$ cat src/hw/rtl/gbc_pkg.sv
// Package for the grid broad-phase collision engine: sizes, types and codes.
// Used by every module of the block; depends on nothing.
`timescale 1ns / 1ps
`default_nettype none
package gbc_pkg;
    localparam int CELL_SIZE     = 32;
    localparam int GRID_COLS     = 32;
    localparam int GRID_ROWS     = 32;
    localparam int CELL_CAPACITY = 8;
    localparam int ID_BITS       = 8;
    localparam int NUM_CELLS     = GRID_COLS * GRID_ROWS;
    localparam int CELL_BITS     = $clog2(NUM_CELLS);
    localparam int SLOT_BITS     = $clog2(CELL_CAPACITY);
    localparam int FILL_BITS     = $clog2(CELL_CAPACITY + 1);
    localparam int COL_BITS      = $clog2(GRID_COLS);
    localparam int ROW_BITS      = $clog2(GRID_ROWS);
    localparam int SHIFT         = $clog2(CELL_SIZE);
    localparam int ENTRY_BITS    = 10 + 10 + 8 + 8 + ID_BITS;

    localparam logic OP_CLEAR  = 1'b0;
    localparam logic OP_INSERT = 1'b1;

    localparam logic REG_COLS = 1'b0;
    localparam logic REG_ROWS = 1'b1;

    typedef struct packed {
        logic [9:0]         x;
        logic [9:0]         y;
        logic [7:0]         w;
        logic [7:0]         h;
        logic [ID_BITS-1:0] id;
    } t_box;

    typedef struct packed {
        logic       op;
        logic [9:0] pos_x;
        logic [9:0] pos_y;
        logic [7:0] width;
        logic [7:0] height;
        logic [7:0] object_id;
    } t_request;

    typedef struct packed {
        logic       pair_valid;
        logic [7:0] new_id;
        logic [7:0] stored_id;
        logic       cell_full;
        logic       last;
    } t_result;

    typedef enum logic [3:0] {
        ST_IDLE, ST_WIPE, ST_FILL, ST_FILLW, ST_READ, ST_CMP,
        ST_STORE, ST_STOREW, ST_STATUS, ST_EMIT
    } t_state;

    // Overlap test on centres: |dx|*2 < wa+wb and |dy|*2 < ha+hb.
    function automatic logic boxes_hit(t_box a, t_box b);
        logic [9:0] dx;
        logic [9:0] dy;
        dx = (a.x >= b.x) ? a.x - b.x : b.x - a.x;
        dy = (a.y >= b.y) ? a.y - b.y : b.y - a.y;
        return ({1'b0, dx} << 1) < {2'b00, {1'b0, a.w} + {1'b0, b.w}} &&
               ({1'b0, dy} << 1) < {2'b00, {1'b0, a.h} + {1'b0, b.h}};
    endfunction
endpackage
`default_nettype wire

$ cat src/hw/rtl/gbc_fill_mem.sv
// Per-cell fill count memory with a registered read.
// Depends on gbc_pkg.
`timescale 1ns / 1ps
`default_nettype none
module gbc_fill_mem
    import gbc_pkg::*;
(
    input  wire logic                 i_clk,
    input  wire logic                 i_we,
    input  wire logic [CELL_BITS-1:0] i_waddr,
    input  wire logic [FILL_BITS-1:0] i_wdata,
    input  wire logic [CELL_BITS-1:0] i_raddr,
    output logic      [FILL_BITS-1:0] o_rdata
);
    logic [FILL_BITS-1:0] r_mem [NUM_CELLS];

    // One write port and one read port.
    always_ff @(posedge i_clk) begin
        if (i_we) begin
            r_mem[i_waddr] <= i_wdata;
        end
        o_rdata <= r_mem[i_raddr];
    end
endmodule
`default_nettype wire

$ cat config.mk
export PLATFORM = sky130hd
export DESIGN_NAME = gbc_fill_mem
export DESIGN_NICKNAME = d
export VERILOG_FILES = /design/src/hw/rtl/gbc_pkg.sv /design/src/hw/rtl/gbc_fill_mem.sv
export SDC_FILE = /design/constraint.sdc
export NUM_CORES = 2
export LEC_CHECK = 0
export BUFFER_PORTS_ARGS = -buffer_cell sky130_fd_sc_hd__buf_2
export CAP_MARGIN = 15
export CORE_MARGIN = 8
export CORE_UTILIZATION = 35
export DETAILED_ROUTE_END_ITERATION = 8
export PLACE_DENSITY = 0.58
export SLEW_MARGIN = 20
export SYNTH_ARGS = -nofsm -noshare
export SYNTH_HDL_FRONTEND = slang
export SYNTH_SLANG_ARGS = --single-unit
$ cat constraint.sdc
create_clock -name i_clk -period 4.1 [get_ports i_clk]
set_clock_uncertainty 0.15 [all_clocks]
set_input_delay 0.82 -clock i_clk [delete_from_list [all_inputs] [get_ports i_clk]]
set_output_delay 0.82 -clock i_clk [all_outputs]
set_load 0.01 [all_outputs]
==> metrics.csv <==
stage,metric,value,unit
min_path,hold-path-endpoint,r_mem[771][1]$_DFFE_PP_,
floorplanning,num_rows,250,
synth,synth-async-reset-ratio,0,
power_and_ir_drop,p_leak,59.0,nW
timing,report.final.slew_viol_count,0,
finish,layout-drive-gt1-share,0.258,
clocking,clk_path_buf_depth,4,
floorplanning,ios,30,
synth,synth.top_cells.by_area,"sky130_fd_sc_hd__edfxtp_1, sky130_fd_sc_hd__mux4_2, sky130_fd_sc_hd__mux2i_1",
min_path,holdCritPathClass,in2reg,
power_and_ir_drop,p_sw,19.5,mW
drt,wirelength,481000,um
global_routing,antenna_violations_before_repair,52,
power_and_ir_drop,power_density,472,nW/um2
critical_path,timing.critical_path.slowest_cell_delay,0.73,ns
finish,num-nets-final,8966,
power_and_ir_drop,clock_power_share,0.426,
critical_path,worst_r2r_path_depth,11,
clocking,clock_sinks,4100,
critical_path,timing.critical_path.max_delay_family,buffers and inverters,
critical_path,crit_top_cell,sky130_fd_sc_hd__buf_4,
critical_path,worst-endpoint-required,4.86,ns
place,place.detailed.hpwl,306000,um
critical_path,cp.buffers_inverters,7,
synth,post_synth.cell_area_avg,19.6,um2
synth,yosys_top_cell_by_area,sky130_fd_sc_hd__edfxtp_1,
critical_path,worst_setup_path_start_kind,primary input,
place,detailedPlace.worstSlack,-0.803,ns
floorplanning,height_of_the_die,697,um
global_routing,grt_pass1_wl,675000,um
place,gpl.final_weighted_congestion,0.865,
min_path,worst_hold_path.num_cells,1,
power_and_ir_drop,p_sw_frac,0.218,
critical_path,crit_path_max_fanout,26,
run,cap_viol_max_count,0,
synth,netlist.area_leader.share,0.759,
clocking,cell_at_the_root_of_the_clock_tree,sky130_fd_sc_hd__clkbuf_16,
critical_path,worstSetupEndpointType,flip-flop,
timing,tightest_slew,1.16,ns
global_routing,largest_net_degree_at_the_start_of_global_routing,174,
timing,rsz0062_at_grt,false,
drt,detail_route.wl_per_cell,31.0,um
critical_path,crit_path_cell_trace,buf_12 > buf_12 > buf_12 > buf_4 > mux2i_1 > o221ai_1 > o22ai_1 > nor3_1 > buf_4 > o211ai_1 > buf_4 > nor3_1 > buf_4 > nand4_1 > nand4_1,
timing,finalWorstSetupSlack,0.187,ns
floorplanning,dieWidth,697,um
synth,synth_seq_cells,4100,
run_status,outcome,finished clean,
global_routing,first_global_vias,87833,
synth,synthesis.nets,8316,
timing,setup_violations,0,
synth,synth_edf_count,4096,
clocking,tritoncts.num_buffers,417,
finish,area_growth_syn_to_layout,16.5,%
synth,synth_warnings,0,
timing,post-route-period-util,0.954,
clocking,cts-htree-levels,5,
global_routing,globalRouteOverflowTotal,0,
timing,finalCriticalPeriod,3.91,ns
critical_path,crit_type,in2reg,
power_and_ir_drop,power.internal,69.6,mW
clocking,clk_latency_worst_skew_pair,0.99,ns
finish,final_cell_area,189000,um2
floorplanning,die-area,485000,um2
power_and_ir_drop,pwr-share-seq,0.518,
synth,post_synth_inst_count,8290,
clocking,tritoncts,built,
timing,maxClockFrequency,0.256,GHz
floorplanning,initial_utilization,0.351,
global_routing,global_route.usage.total,0.193,
timing,max-slew-margin-rel,0.222,
critical_path,slowest_stage,sky130_fd_sc_hd__nor3_1,
power_and_ir_drop,worst_ir_drop_vdd,375,uV
clocking,clkTransAtPathRegs,0.06,ns
synth,synthDistinctLibCells,76,
drt,drc_violations_left,0,
place,post_dp_cell_area,175000,um2
timing,holdWs,0.166,ns
clocking,cts_hold_repair.buffers,0,
place,port_buffers,29,
floorplanning,placeable_core_area,462000,um2
critical_path,r2r_setup_slack,0.45,ns
timing,finalHoldViolCount,0,
drt,route.antenna.remaining_nets,0,
drt,drt-pass1-iter-count,5,
synth,post_synthesis_sequential_area_ratio,0.759,
critical_path,reg2reg_from,r_mem[48][2]$_DFFE_PP_,
synth,syn_area,162000,um2
critical_path,worst_ep_arrival_time,4.67,ns
power_and_ir_drop,power.share.combinational,0.056,
min_path,timing.hold.worst.start,i_wdata[1],
drt,route.vias.total,86853,
drt,vias_per_cell,5.61,
synth,yosys_most_used_dff,sky130_fd_sc_hd__edfxtp_1,
drt,drt_first_iter_violations,11147,
synth,post-synth-top-count-cell,sky130_fd_sc_hd__edfxtp_1,
critical_path,r2r_end,o_rdata[2]$_DFF_P_,
synth,ys_top_cells_by_count,"sky130_fd_sc_hd__edfxtp_1, sky130_fd_sc_hd__nor2_1, sky130_fd_sc_hd__mux4_2",
[per-layer routing]
layer  up-vias  track usage  share of wire  wire length, um
met5         -            0        0.00015               73
met2      4499        0.315           0.48           230000
met3       827       0.0408          0.093            44800
met4        12       0.0708          0.040            19400
li1      35286            -              -                -
met1     46229        0.255           0.39           186000
[placed cells by master, fill, tap and decap left out, types with 11 or more instances in the layout]
cell                            n
sky130_fd_sc_hd__a211oi_1      12
sky130_fd_sc_hd__a21oi_1      129
sky130_fd_sc_hd__a221oi_1      29
sky130_fd_sc_hd__a22o_1        11
sky130_fd_sc_hd__a22oi_1       80
sky130_fd_sc_hd__a31oi_1       11
sky130_fd_sc_hd__and3_1        12
sky130_fd_sc_hd__buf_12       149
sky130_fd_sc_hd__buf_2         21
sky130_fd_sc_hd__buf_4        644
sky130_fd_sc_hd__bufinv_16     43
sky130_fd_sc_hd__clkbuf_1      71
sky130_fd_sc_hd__clkbuf_16    421
sky130_fd_sc_hd__clkinv_1     100
sky130_fd_sc_hd__clkinv_2      85
sky130_fd_sc_hd__clkinvlp_4    17
sky130_fd_sc_hd__diode_2       17
sky130_fd_sc_hd__edfxtp_1    4096
sky130_fd_sc_hd__inv_6         11
sky130_fd_sc_hd__mux2_2        23
sky130_fd_sc_hd__mux2i_1      461
sky130_fd_sc_hd__mux4_2       875
sky130_fd_sc_hd__nand2_1      161
sky130_fd_sc_hd__nand2b_1      11
sky130_fd_sc_hd__nand3_1       38
sky130_fd_sc_hd__nand3_4       24
sky130_fd_sc_hd__nand4_1       12
sky130_fd_sc_hd__nor2_1      1101
sky130_fd_sc_hd__nor3_1        99
sky130_fd_sc_hd__nor4_1        19
sky130_fd_sc_hd__o21ai_0       66
sky130_fd_sc_hd__o221ai_1     168
sky130_fd_sc_hd__o22ai_1       89
[cell type report]
type | instances | area [um2]
Tap cell | 6174 | 7720
Clock buffer | 495 | 10800
Multi-Input combinational cell | 3593 | 36300
Antenna cell | 17 | 42.5
Sequential cell | 4100 | 123000
Timing Repair Buffer | 822 | 8040
Fill cell | 40605 | 273000
Inverter | 6 | 36.3
Clock inverter | 279 | 2760
[kinds of logic after synthesis]
group / after synthesis / synth area share
and+or+nand+nor: 1560 / 0.0399
muxes: 1359 / 0.152
DFF: 4100 / 0.759
AOI/OAI and AO/OA: 674 / 0.0296
buffers and inverters: 597 / 0.0196
[sequential cells by signal, indices dropped and copies added, names as in the netlist]
signal and flops:
r_mem 4096, o_rdata 4
[how the worst max path moves through the flow]
stage	depth (start not counted)	to	startpoint	slack (ns)
2_1_floorplan	12	o_rdata[2]$_DFF_P_	i_raddr[0]	0.55
3_3_place_gp	13	o_rdata[0]$_DFF_P_	i_raddr[1]	-1.49
3_5_place_dp	11	o_rdata[2]$_DFF_P_	i_raddr[0]	-0.80
4_1_cts	11	o_rdata[2]$_DFF_P_	i_raddr[0]	0.24
5_1_grt	15	o_rdata[2]$_DFF_P_	i_raddr[0]	0.09
6_report	15	o_rdata[2]$_DFF_P_	i_raddr[0]	0.19
[power groups by stage]
stage / registers [mW] / clock network (mW) / logic [mW]
2_1_floorplan: 47.0 / 0 / 2.26
3_3_place_gp: 47.0 / 0 / 4.89
3_5_place_dp: 47.0 / 0 / 4.96
4_1_cts: 46.2 / 38.4 / 4.97
5_1_grt: 46.1 / 40.0 / 5.16
6_report: 46.2 / 38.0 / 4.96
[worst reg2reg max path, stage by stage, from the launching register on]
cell	delay, ns
sky130_fd_sc_hd__edfxtp_1	0.38
sky130_fd_sc_hd__mux4_2	0.46
sky130_fd_sc_hd__a22o_1	0.23
sky130_fd_sc_hd__a221oi_1	0.28
sky130_fd_sc_hd__buf_4	0.18
sky130_fd_sc_hd__o221ai_1	0.12
sky130_fd_sc_hd__nor3_1	0.51
sky130_fd_sc_hd__buf_4	0.20
sky130_fd_sc_hd__a211oi_1	0.06
sky130_fd_sc_hd__buf_4	0.24
sky130_fd_sc_hd__o41ai_4	0.58
sky130_fd_sc_hd__nand4_1	0.15
[per-stage QoR]
stage	power, mW	util	setup TNS, ns	std cells
4_1_cts	89.6	0.408	0	15469
5_1_grt	91.3	0.408	0	15473
3_3_place_gp	51.9	0.379	-3.86	14694
3_5_place_dp	52.0	0.379	-1.89	14695
2_1_floorplan	49.3	-	0	8290
6_report	89.1	0.408	0	15486
[repair_timing]
| item | 4_1_cts | 5_1_grt |
|---|---|---|
| buffers inserted | 0 | 0 |
| endpoints found under the setup margin | 0 | 1 |
| endpoints found under the hold margin | 0 | 0 |
| resized for setup | 0 | 1 |
Power figures use the tool's default switching activity.
